`src/rtl/core/bvle_pkg.sv`:
```
// Package for the bounded value list engine.
// Holds the command codes, store sizing, shared types and field helpers.
// No dependencies.
`default_nettype none

package bvle_pkg;

    localparam int CAPACITY = 16;
    localparam int IDX_W    = (CAPACITY > 1) ? $clog2(CAPACITY) : 1;
    localparam int CNT_W    = $clog2(CAPACITY + 1);
    localparam int VAL_W    = 32;
    localparam int CMD_W    = 3;
    localparam int FLD_W    = 5;

    localparam logic [CMD_W-1:0] CMD_APPEND    = 3'd0;
    localparam logic [CMD_W-1:0] CMD_PREPEND   = 3'd1;
    localparam logic [CMD_W-1:0] CMD_SEARCH    = 3'd2;
    localparam logic [CMD_W-1:0] CMD_DEL_FIRST = 3'd3;
    localparam logic [CMD_W-1:0] CMD_DEL_ALL   = 3'd4;

    typedef logic [IDX_W-1:0] t_idx;
    typedef logic [CNT_W-1:0] t_cnt;

    typedef struct packed {
        logic              we;
        t_idx              waddr;
        logic [VAL_W-1:0]  wdata;
        logic              re;
        t_idx              raddr;
    } t_mem_req;

    typedef struct packed {
        logic             found;
        logic [FLD_W-1:0] removed_count;
        logic [FLD_W-1:0] list_length;
        logic             overflow;
    } t_result;

    // Report a count in the 5-bit result field, modulo 32.
    function automatic logic [FLD_W-1:0] to_field(input t_cnt c);
        logic [CNT_W+FLD_W-1:0] t;
        t = {{FLD_W{1'b0}}, c};
        return t[FLD_W-1:0];
    endfunction

endpackage

`default_nettype wire

```
`src/rtl/core/bvle_if.sv`:
```
// Valid/ready channels for the bounded value list engine.
// Depends on bvle_pkg.
`default_nettype none

interface bvle_cmd_if;
    logic                              valid;
    logic                              ready;
    logic [bvle_pkg::CMD_W-1:0]        command;
    logic signed [bvle_pkg::VAL_W-1:0] value;

    modport source (output valid, output command, output value, input ready);
    modport sink   (input valid, input command, input value, output ready);
endinterface

interface bvle_res_if;
    logic                       valid;
    logic                       ready;
    logic                       found;
    logic [bvle_pkg::FLD_W-1:0] removed_count;
    logic [bvle_pkg::FLD_W-1:0] list_length;
    logic                       overflow;

    modport source (output valid, output found, output removed_count,
                    output list_length, output overflow, input ready);
    modport sink   (input valid, input found, input removed_count,
                    input list_length, input overflow, output ready);
endinterface

`default_nettype wire

```
`src/rtl/core/bvle_store.sv`:
```
// Value store: one write port and one read port with registered read data.
// Depends on bvle_pkg.
`default_nettype none

module bvle_store (
    input  wire                             i_clk,
    input  bvle_pkg::t_mem_req              i_req,
    output logic [bvle_pkg::VAL_W-1:0]      o_rd_data
);
    import bvle_pkg::*;

    logic [VAL_W-1:0] r_mem [CAPACITY];

    always_ff @(posedge i_clk) begin
        if (i_req.we) begin
            r_mem[i_req.waddr] <= i_req.wdata;
        end
    end

    always_ff @(posedge i_clk) begin
        if (i_req.re) begin
            o_rd_data <= r_mem[i_req.raddr];
        end
    end

endmodule

`default_nettype wire

```
`src/rtl/core/bvle_ctrl.sv`:
```
// Command sequencer: walks the store one entry per cycle through a single
// compare and index unit, shifting or compacting entries as it goes.
// Depends on bvle_pkg.
`default_nettype none

module bvle_ctrl (
    input  wire                         i_clk,
    input  wire                         i_rst_n,
    input  wire                         i_cmd_valid,
    output logic                        o_cmd_ready,
    input  wire [bvle_pkg::CMD_W-1:0]   i_command,
    input  wire [bvle_pkg::VAL_W-1:0]   i_value,
    output logic                        o_res_valid,
    input  wire                         i_res_ready,
    output bvle_pkg::t_result           o_res,
    output bvle_pkg::t_mem_req          o_mem_req,
    input  wire [bvle_pkg::VAL_W-1:0]   i_rd_data
);
    import bvle_pkg::*;

    typedef enum logic [1:0] {S_IDLE, S_SCAN, S_DONE} t_state;

    t_state           r_state,    n_state;
    logic [CMD_W-1:0] r_cmd,      n_cmd;
    logic [VAL_W-1:0] r_val,      n_val;
    t_cnt             r_count,    n_count;
    t_idx             r_rd_idx,   n_rd_idx;
    t_cnt             r_rd_left,  n_rd_left;
    logic             r_pend,     n_pend;
    t_idx             r_pend_idx, n_pend_idx;
    t_idx             r_wr_idx,   n_wr_idx;
    t_cnt             r_gone,     n_gone;
    logic             r_hit,      n_hit;
    logic             r_ovf,      n_ovf;

    logic accept;
    logic full;
    logic match;

    assign accept = i_cmd_valid && o_cmd_ready;
    assign full   = (r_count == t_cnt'(CAPACITY));
    assign match  = (i_rd_data == r_val);

    always_comb begin
        n_state    = r_state;
        n_cmd      = r_cmd;
        n_val      = r_val;
        n_count    = r_count;
        n_rd_idx   = r_rd_idx;
        n_rd_left  = r_rd_left;
        n_pend     = 1'b0;
        n_pend_idx = r_pend_idx;
        n_wr_idx   = r_wr_idx;
        n_gone     = r_gone;
        n_hit      = r_hit;
        n_ovf      = r_ovf;
        o_mem_req  = '0;

        unique case (r_state)
            S_IDLE: begin
                if (accept) begin
                    n_cmd    = i_command;
                    n_val    = i_value;
                    n_gone   = '0;
                    n_hit    = 1'b0;
                    n_ovf    = 1'b0;
                    n_wr_idx = '0;
                    n_state  = S_DONE;
                    unique case (i_command) inside
                        CMD_APPEND: begin
                            if (full) begin
                                n_ovf = 1'b1;
                            end else begin
                                o_mem_req.we    = 1'b1;
                                o_mem_req.waddr = r_count[IDX_W-1:0];
                                o_mem_req.wdata = i_value;
                                n_count         = r_count + 1'b1;
                            end
                        end
                        CMD_PREPEND: begin
                            if (full) begin
                                n_ovf = 1'b1;
                            end else begin
                                // walk from the tail down, moving each entry up one
                                n_rd_idx  = t_idx'(r_count - 1'b1);
                                n_rd_left = r_count;
                                n_state   = S_SCAN;
                            end
                        end
                        CMD_SEARCH, CMD_DEL_FIRST, CMD_DEL_ALL: begin
                            n_rd_idx  = '0;
                            n_rd_left = r_count;
                            n_state   = S_SCAN;
                        end
                        default: begin
                            n_state = S_DONE;
                        end
                    endcase
                end
            end

            S_SCAN: begin
                if (r_rd_left != '0) begin
                    o_mem_req.re    = 1'b1;
                    o_mem_req.raddr = r_rd_idx;
                    n_rd_idx        = (r_cmd == CMD_PREPEND) ? r_rd_idx - 1'b1
                                                             : r_rd_idx + 1'b1;
                    n_rd_left       = r_rd_left - 1'b1;
                    n_pend          = 1'b1;
                    n_pend_idx      = r_rd_idx;
                end

                if (r_pend) begin
                    case (r_cmd)
                        CMD_PREPEND: begin
                            o_mem_req.we    = 1'b1;
                            o_mem_req.waddr = r_pend_idx + 1'b1;
                            o_mem_req.wdata = i_rd_data;
                        end
                        CMD_SEARCH: begin
                            if (match) begin
                                n_hit = 1'b1;
                            end
                        end
                        default: begin
                            // drop a matching entry, compact the kept ones
                            if (match && (r_cmd == CMD_DEL_ALL || r_gone == '0)) begin
                                n_gone = r_gone + 1'b1;
                                n_hit  = 1'b1;
                            end else begin
                                o_mem_req.we    = 1'b1;
                                o_mem_req.waddr = r_wr_idx;
                                o_mem_req.wdata = i_rd_data;
                                n_wr_idx        = r_wr_idx + 1'b1;
                            end
                        end
                    endcase
                end

                if (r_rd_left == '0 && !r_pend) begin
                    n_state = S_DONE;
                    case (r_cmd)
                        CMD_PREPEND: begin
                            o_mem_req.we    = 1'b1;
                            o_mem_req.waddr = '0;
                            o_mem_req.wdata = r_val;
                            n_count         = r_count + 1'b1;
                        end
                        default: begin
                            n_count = r_count - r_gone;
                        end
                    endcase
                end
            end

            S_DONE: begin
                if (i_res_ready) begin
                    n_state = S_IDLE;
                end
            end

            default: begin
                n_state = S_IDLE;
            end
        endcase
    end

    always_ff @(posedge i_clk) begin
        if (!i_rst_n) begin
            r_state <= S_IDLE;
            r_count <= '0;
            r_pend  <= 1'b0;
        end else begin
            r_state <= n_state;
            r_count <= n_count;
            r_pend  <= n_pend;
        end
        r_cmd      <= n_cmd;
        r_val      <= n_val;
        r_rd_idx   <= n_rd_idx;
        r_rd_left  <= n_rd_left;
        r_pend_idx <= n_pend_idx;
        r_wr_idx   <= n_wr_idx;
        r_gone     <= n_gone;
        r_hit      <= n_hit;
        r_ovf      <= n_ovf;
    end

    assign o_cmd_ready         = (r_state == S_IDLE);
    assign o_res_valid         = (r_state == S_DONE);
    assign o_res.found         = r_hit;
    assign o_res.removed_count = to_field(r_gone);
    assign o_res.list_length   = to_field(r_count);
    assign o_res.overflow      = r_ovf;

endmodule

`default_nettype wire

```
`src/rtl/core/bounded_value_list_engine.sv`:
```
// Append, overflowed insert and unused codes finish without walking the store;
// insert at head, search and deletes walk every stored entry through the read port.
// One item is taken at a time: the walk through the single store read port holds
// off the next command. A result register lets the next item in while a result waits.
// Reset (synchronous, active low) empties the list; stored values are not cleared.
// Depends on bvle_pkg, bvle_if, bvle_store, bvle_ctrl.
`default_nettype none

module bounded_value_list_engine (
    input  wire         i_clk,
    input  wire         i_rst_n,
    bvle_cmd_if.sink    i_cmd,
    bvle_res_if.source  o_res
);
    import bvle_pkg::*;

    t_mem_req         mem_req;
    logic [VAL_W-1:0] rd_data;
    t_result          res;
    logic             res_valid;
    logic             res_ready;
    logic             r_out_valid;
    t_result          r_out;

    bvle_store u_store (
        .i_clk     (i_clk),
        .i_req     (mem_req),
        .o_rd_data (rd_data)
    );

    bvle_ctrl u_ctrl (
        .i_clk       (i_clk),
        .i_rst_n     (i_rst_n),
        .i_cmd_valid (i_cmd.valid),
        .o_cmd_ready (i_cmd.ready),
        .i_command   (i_cmd.command),
        .i_value     (i_cmd.value),
        .o_res_valid (res_valid),
        .i_res_ready (res_ready),
        .o_res       (res),
        .o_mem_req   (mem_req),
        .i_rd_data   (rd_data)
    );

    assign res_ready = !r_out_valid || o_res.ready;

    always_ff @(posedge i_clk) begin
        if (!i_rst_n) begin
            r_out_valid <= 1'b0;
        end else if (res_valid && res_ready) begin
            r_out_valid <= 1'b1;
        end else if (o_res.ready) begin
            r_out_valid <= 1'b0;
        end
        if (res_valid && res_ready) begin
            r_out <= res;
        end
    end

    assign o_res.valid         = r_out_valid;
    assign o_res.found         = r_out.found;
    assign o_res.removed_count = r_out.removed_count;
    assign o_res.list_length   = r_out.list_length;
    assign o_res.overflow      = r_out.overflow;

endmodule

`default_nettype wire

```
`src/flat_wrapper.sv`:
```
// flat-port wrapper written by rule: the top's interface ports become plain ports
module bounded_value_list_engine_flat import bvle_pkg::*;
  (i_clk, i_rst_n, i_cmd_valid, i_cmd_command, i_cmd_value, i_cmd_ready, o_res_valid, o_res_found, o_res_removed_count, o_res_list_length, o_res_overflow, o_res_ready);
  bvle_cmd_if i_cmd_i ();
  bvle_res_if o_res_i ();
  input  wire i_clk;
  input  wire i_rst_n;
  input wire logic [$bits(i_cmd_i.valid)-1:0] i_cmd_valid;
  input wire logic [$bits(i_cmd_i.command)-1:0] i_cmd_command;
  input wire logic [$bits(i_cmd_i.value)-1:0] i_cmd_value;
  output wire logic [$bits(i_cmd_i.ready)-1:0] i_cmd_ready;
  output wire logic [$bits(o_res_i.valid)-1:0] o_res_valid;
  output wire logic [$bits(o_res_i.found)-1:0] o_res_found;
  output wire logic [$bits(o_res_i.removed_count)-1:0] o_res_removed_count;
  output wire logic [$bits(o_res_i.list_length)-1:0] o_res_list_length;
  output wire logic [$bits(o_res_i.overflow)-1:0] o_res_overflow;
  input wire logic [$bits(o_res_i.ready)-1:0] o_res_ready;
  assign i_cmd_i.valid = i_cmd_valid;
  assign i_cmd_i.command = i_cmd_command;
  assign i_cmd_i.value = i_cmd_value;
  assign i_cmd_ready = i_cmd_i.ready;
  assign o_res_valid = o_res_i.valid;
  assign o_res_found = o_res_i.found;
  assign o_res_removed_count = o_res_i.removed_count;
  assign o_res_list_length = o_res_i.list_length;
  assign o_res_overflow = o_res_i.overflow;
  assign o_res_i.ready = o_res_ready;
  bounded_value_list_engine u_core (.i_clk(i_clk), .i_rst_n(i_rst_n), .i_cmd(i_cmd_i), .o_res(o_res_i));
endmodule
```
`config.mk`:
```
export PLATFORM = sky130hd
export DESIGN_NAME = bounded_value_list_engine_flat
export DESIGN_NICKNAME = d
export VERILOG_FILES = /design/src/rtl/core/bvle_pkg.sv /design/src/rtl/core/bvle_if.sv /design/src/rtl/core/bvle_store.sv /design/src/rtl/core/bvle_ctrl.sv /design/src/rtl/core/bounded_value_list_engine.sv /design/src/flat_wrapper.sv
export SDC_FILE = /design/constraint.sdc
export NUM_CORES = 1
export LEC_CHECK = 0
export BUFFER_PORTS_ARGS = -buffer_cell sky130_fd_sc_hd__buf_2
export CORE_MARGIN = 3
export CORE_UTILIZATION = 50
export DETAILED_ROUTE_END_ITERATION = 6
export GPL_TIMING_DRIVEN = 0
export MAX_ROUTING_LAYER = met4
export PLACE_DENSITY = 0.68
export SLEW_MARGIN = 25
export SYNTH_ARGS = -nofsm -noshare
export SYNTH_HDL_FRONTEND = slang
export SYNTH_SLANG_ARGS = --single-unit
```
`constraint.sdc`:
```
create_clock -name i_clk -period 5.7 [get_ports i_clk]
set_clock_uncertainty 0.2 [all_clocks]
set_input_delay 0.285 -clock i_clk [delete_from_list [all_inputs] [get_ports i_clk]]
set_output_delay 0.285 -clock i_clk [all_outputs]
set_load 0.03 [all_outputs]
```
* Yosys cells after proc, flatten, opt, wreduce, memory -nomap -nowiden
Memories as Yosys holds them, arrays and structs flattened. A register that Yosys moved wholly into a read port is not among the register bits. Index checks and enable logic that the tools add are counted. W data, S select, Z words.
Word-level totals: input port bits 39, word-level logic and storage cells 136, memories kept 1, RAM bits 512, bits in latches 0, output and inout port bits 14, bits in registers 80, memory bits (read-only) 0
Memories:
- u_core.u_store.r_mem | depth 16, width 32, read ports 1, clocked after memory_dff 1, write ports 1, line bvle_store.sv:12 | logic [VAL_W-1:0] r_mem [CAPACITY];
Operators by class: magnitude comparators 0, $add $sub $neg 9, bitwise operators 0, reduce and logical (&&, ||, !) cells 27, eq/ne operators 26, shift-type cells 0, divide/modulo/power cells 0, $mul 0, mux-type cells 56
Operators with widths (count):
- $mux W37 | 7
- $pmux W37 S2 | 2
- $mux W5 | 14
- $pmux W5 S2 | 4
- $eq A32 B32 Y1 | 1
- $mux W4 | 8
- $pmux W4 S2 | 3
- $reduce_and A5 Y1 | 4
- $ne A2 B2 Y1 const B | 9
- $add A4 B1 Y4 const B | 3
- $add A5 B1 Y5 const B | 2
- $logic_not A5 Y1 | 2
- $mux W1 | 10
- $eq A3 B2 Y1 const B | 3
- $mux W2 | 4
- $sub A4 B1 Y4 const B | 2
- $eq A3 B1 Y1 const B | 2
- $eq A3 B3 Y1 const B | 2
- $ne A3 B3 Y1 const B | 2
- $pmux W2 S3 | 1
- $reduce_and A2 Y1 | 3
- $reduce_and A6 Y1 | 1
- $eq A5 B5 Y1 const B | 1
- $reduce_bool A5 Y1 | 1
- other kinds (18) | 27

* Longest topological paths before layout
depth in word-level cells 11, gate-level depth with buffers 11, depth with buffers taken out 10

* Modules after synthesis
A second synthesis with hierarchy kept.
Unflattened totals: cells, all modules 1238, area total of the unflattened synthesis 24802.5 sq um
Modules (own cells, without submodules):
- bvle_store | instances 1, seq. area each 16335.7 sq um, cells each 838, area each 20174.3 sq um
- bvle_ctrl | instances 1, seq. area each 1931.9 sq um, cells each 383, area each 4210.3 sq um
- bounded_value_list_engine | instances 1, seq. area each 380.4 sq um, cells each 17, area each 417.9 sq um

* Least setup slack after synthesis
Ideal clock, no wire load.
path type register to register, from register u_core.u_ctrl.r_state[0], to memory u_core.u_store.r_mem[6][0] (enable), path buffers 2, cell stages (with the launch flop) 8, library setup time 461 ps, arrival time 5069 ps, data required time 5039 ps, clock period less this slack 5730 ps, slack -30 ps, cells stage by stage dfxtp_1 > clkbuf_1 > nor3b_2 > and3_1 > buf_2 > a32o_1 > a41oi_1 > nor3_1
On the way: cells in the longest elaborated chain, start to end 6, elaborated cells on any way between the ends 7, classes of those cells eq/ne: 1; mux: 4; reduce/logical: 2
Ends and longest elaborated chain:
- start: declaration | line bvle_ctrl.sv:23 | t_state r_state, n_state;
- start signal: assignment | line bvle_ctrl.sv:174 | r_state <= n_state;
- $logic_not A2 Y1 | line bvle_ctrl.sv:59, bvle_ctrl.sv:189
- $logic_and A1 B1 Y1 | line bvle_ctrl.sv:40 | assign accept = i_cmd_valid && o_cmd_ready;
- $mux W37 | line bvle_ctrl.sv:61 | if (accept) begin
- $pmux W37 S2 * | line bvle_ctrl.sv:59 | unique case (r_state)
- $mux W1 | line bvle_store.sv:15 | if (i_req.we) begin
- $mux W1 (implied by the code) | line bvle_store.sv:16 | r_mem[i_req.waddr] <= i_req.wdata;
- end: declaration | line bvle_store.sv:12
Every way passes the cells marked *; elsewhere a longest branch is shown, timed or not.

* Worst setup path after layout
from register u_core.u_ctrl.r_val[24], to memory u_core.u_store.r_mem[8][1] (enable)
On the way: cells in the longest elaborated chain, start to end 10
Ends and longest elaborated chain:
- start: declaration | line bvle_ctrl.sv:25 | logic [VAL_W-1:0] r_val, n_val;
- start signal: assignment | line bvle_ctrl.sv:179 | r_val <= n_val;
- $eq A32 B32 Y1 * | line bvle_ctrl.sv:42 | assign match = (i_rd_data == r_val);
- $logic_and A1 B1 Y1 * | line bvle_ctrl.sv:127 | if (match && (r_cmd == CMD_DEL_ALL || r_gone == '0)) begin
- $mux W37 * | line bvle_ctrl.sv:127
- $pmux W37 S2 * | line bvle_ctrl.sv:114 | case (r_cmd)
- $mux W37 * | line bvle_ctrl.sv:113 | if (r_pend) begin
- $mux W37 | line bvle_ctrl.sv:142 | case (r_cmd)
- $mux W37 * | line bvle_ctrl.sv:140 | if (r_rd_left == '0 && !r_pend) begin
- $pmux W37 S2 * | line bvle_ctrl.sv:59
- $mux W1 | line bvle_store.sv:15
- $mux W1 (implied by the code) | line bvle_store.sv:16
Marked as above.

==> reports/results.ini <==
[final_layout]
area_growth_syn_to_layout_pct = 16.4
nNetsFinal = 1867
fillCellCount = 3688
layout-drive-gt1-share = 0.134
final_common_cell = edfxtp_1
mostFrequentLayoutCells = edfxtp_1, mux2i_1, nor2_1
post-route-cell-area_mm2 = 0.0295

[worst_setup_path]
crit_fanout = 17
start_kind = flop
path_cells = xnor2_1 > nand4_1 > nor4_2 > nand3_1 > a41oi_1 > o311ai_1 > nor2_4 > buf_12
slowest_stage = nor2_4
cp.arrival_ns = 4.91
critical_path_class = flop to flop
worst_setup_path_end_kind = flop
crit_family = simple AND/OR/NAND/NOR gates
path_buf_inv = 1
cp.required_ns = 5.78
max_stage_delay_ns = 0.69

[status]
violations = DRC
status = complete, but fails checks

[synthesis]
synthFlopType = edfxtp_1
syn-num-nets = 1684
ys_seq_elements = 624
avgSynthCellArea_um2 = 15.6
yosys_warnings = 0
synth_area_mm2 = 0.0254
synth.distinct_cells = 55
yosysSeqAreaShare = 0.735
synth_edf_count = 615
async_flop_share = 0
postSynthCellCount = 1629

[timing]
period_minus_slack_ns = 4.83
maxSlewViolCount = 0
rsz0062_at_grt = false
setup_tns_ns = 0
period_share = 0.847
max_freq_mhz = 207
tightest_slew_ns = 1.10
setup_viol = 0
hold_viol = 0
max_slew_margin = 0.263

[power]
power_uw = 10500
power_density_mw_per_mm2 = 356
ir_worst_vdd_mv = 0.307
leakage_uw = 0.00961

[detailed_routing]
wire_per_inst_um = 26.9
routed_wirelength_um = 67800
drt_first_iter_violations = 2228
drcViolationCount = 5
viasPerCell = 6.32
route.vias.total = 15900
drtPass1Iterations = 7
postRouteAntennaNets = 0

[grt]
overflow = 0
grt_pass1_vias = 15900
grt_util_all_layers = 0.262
grt_pass1_wl_um = 100000
grt_max_degree = 46
antenna_found_initial = 1

[floorplanning]
io_pins = 53
core.rowCount = 81
die_w_um = 231
fp.dieH_um = 231
die_area_mm2 = 0.0534
start_util = 0.512
core_mm2 = 0.0496

[clock_network]
clk_path_buf_depth = 3
cts_setup_buffers = 0
cts_tree = yes
root_buffer = clkbuf_16
cts.sinks = 624
clock_latency_ns = 0.60
clk_pin_slew_ns = 0.06
cts_inserted_buffers = 66
h-tree-depth = 3

[place]
placed_cell_area_mm2 = 0.0271
portBuffers = 52
post-dp-hpwl_um = 44200
gp_congestion = 0.886

[flow_run]
drv_cap = 0

[worst_hold_path]
hold_class = flop to flop

-- synthesized netlist by cell type, types with 4 or more instances --
| cell | number | area [um2] |
|---|---|---|
| nand2b_1 | 9 | 56.3 |
| a222oi_1 | 64 | 641 |
| nor3_1 | 72 | 360 |
| and2_1 | 6 | 37.5 |
| ha_1 | 14 | 175 |
| buf_2 | 22 | 110 |
| a211oi_1 | 34 | 255 |
| nand2_1 | 77 | 289 |
| xor2_1 | 4 | 35.0 |
| mux4_2 | 31 | 698 |
| nand4_1 | 10 | 62.6 |
| xnor2_1 | 45 | 394 |
| o22ai_1 | 35 | 219 |
| inv_1 | 46 | 173 |
| nor2b_1 | 6 | 37.5 |
| o21a_1 | 4 | 30.0 |
| mux2i_1 | 97 | 971 |
| dfxtp_1 | 9 | 180 |
| edfxtp_1 | 615 | 18500 |
| buf_1 | 6 | 22.5 |
| a31oi_1 | 32 | 200 |
| nand3_1 | 10 | 50.1 |
| clkbuf_1 | 75 | 282 |
| o21ai_0 | 80 | 400 |
| nor2_1 | 104 | 390 |
| a21oi_1 | 78 | 390 |
-- final cells by class --
class                           instances  area, um2  area share
Tap cell                              664        831      0.0282
Timing Repair Buffer                  115       1140      0.0388
Clock buffer                           83       1780      0.0603
Buffer                                106        452      0.0153
Inverter                               48        180     0.00611
Clock inverter                         26        251     0.00852
Multi-Input combinational cell        851       6220       0.211
Sequential cell                       624      18600       0.632
Antenna cell                            1       2.50   0.0000848
-- worst paths after layout --
path	start	end	slack (ns)	cells after the start
setup reg to reg	u_core.u_ctrl.r_val[24]$_DFFE_PP_	u_core.u_store.r_mem[8][1]$_DFFE_PP_	0.87	8
hold reg to reg	u_core.u_ctrl.r_hit$_DFFE_PP_	u_core.o_res.found$_DFFE_PP_	0.22	0
setup / recovery	u_core.u_ctrl.r_val[24]$_DFFE_PP_	u_core.u_store.r_mem[8][1]$_DFFE_PP_	0.87	8
hold / removal	u_core.u_ctrl.r_hit$_DFFE_PP_	u_core.o_res.found$_DFFE_PP_	0.22	0
-- report_power, final --
group          total, uW  internal (uW)  switching, uW
clock network       4130           2420           1700
registers           5200           5140           65.7
logic               1190            407            780
total              10500           7970           2550
-- through the flow --
| stage | cells | hold slack (ns) | setup slack [ns] | utilization |
|---|---|---|---|---|
| after floorplan | 1629 | 0.184 | 0.452 | - |
| after global placement | 2345 | 0.203 | -2.76 | 0.534 |
| after detailed placement | 2370 | 0.210 | 1.05 | 0.547 |
| after CTS | 2517 | 0.203 | 1.01 | 0.595 |
| after global routing | 2518 | 0.225 | 0.761 | 0.595 |
| final | 2518 | 0.220 | 0.871 | 0.595 |
-- flip-flops by register name, indices dropped and copies added (netlist names), 4 cells and up --
name	flops
u_core.u_ctrl.r_wr_idx	4
u_core.u_ctrl.r_rd_idx	4
u_core.u_store.r_mem	512
u_core.u_ctrl.r_pend_idx	4
u_core.u_ctrl.r_val	32
u_core.o_res.removed_count	5
u_core.u_ctrl.r_rd_left	5
u_core.u_ctrl.r_count	5
u_core.u_ctrl.r_gone	5
u_core.o_res.list_length	5
u_core.u_store.o_rd_data	32
-- layer usage --
layer	wire, um	GRT usage	vias up
li1	-	-	6800
met1	27000	0.356	7987
met2	31200	0.397	958
met3	7190	0.0553	157
met4	2430	0.0951	0
met5	0	-	-
-- cell families (layout without fill, tap and decap cells) --
| logic type | count (synthesis) | after routing | synth area share |
|---|---|---|---|
| flip-flops | 624 | 624 | 0.735 |
| multiplexers | 130 | 130 | 0.0667 |
| other | 0 | 1 | 0 |
| buffers and inverters | 154 | 378 | 0.0248 |
| XOR/XNOR | 49 | 49 | 0.0169 |
| AO/OA/AOI/OAI | 348 | 348 | 0.0913 |
| adder cells (fa/ha/maj) | 16 | 16 | 0.00849 |
| AND/OR/NAND/NOR | 308 | 308 | 0.0564 |
-- repair_timing --
action	4_1_cts	5_1_grt
gates resized for setup	0	0
hold buffers	38	0
endpoints found under the hold margin	50	0
(Power assumes the default switching activity.)
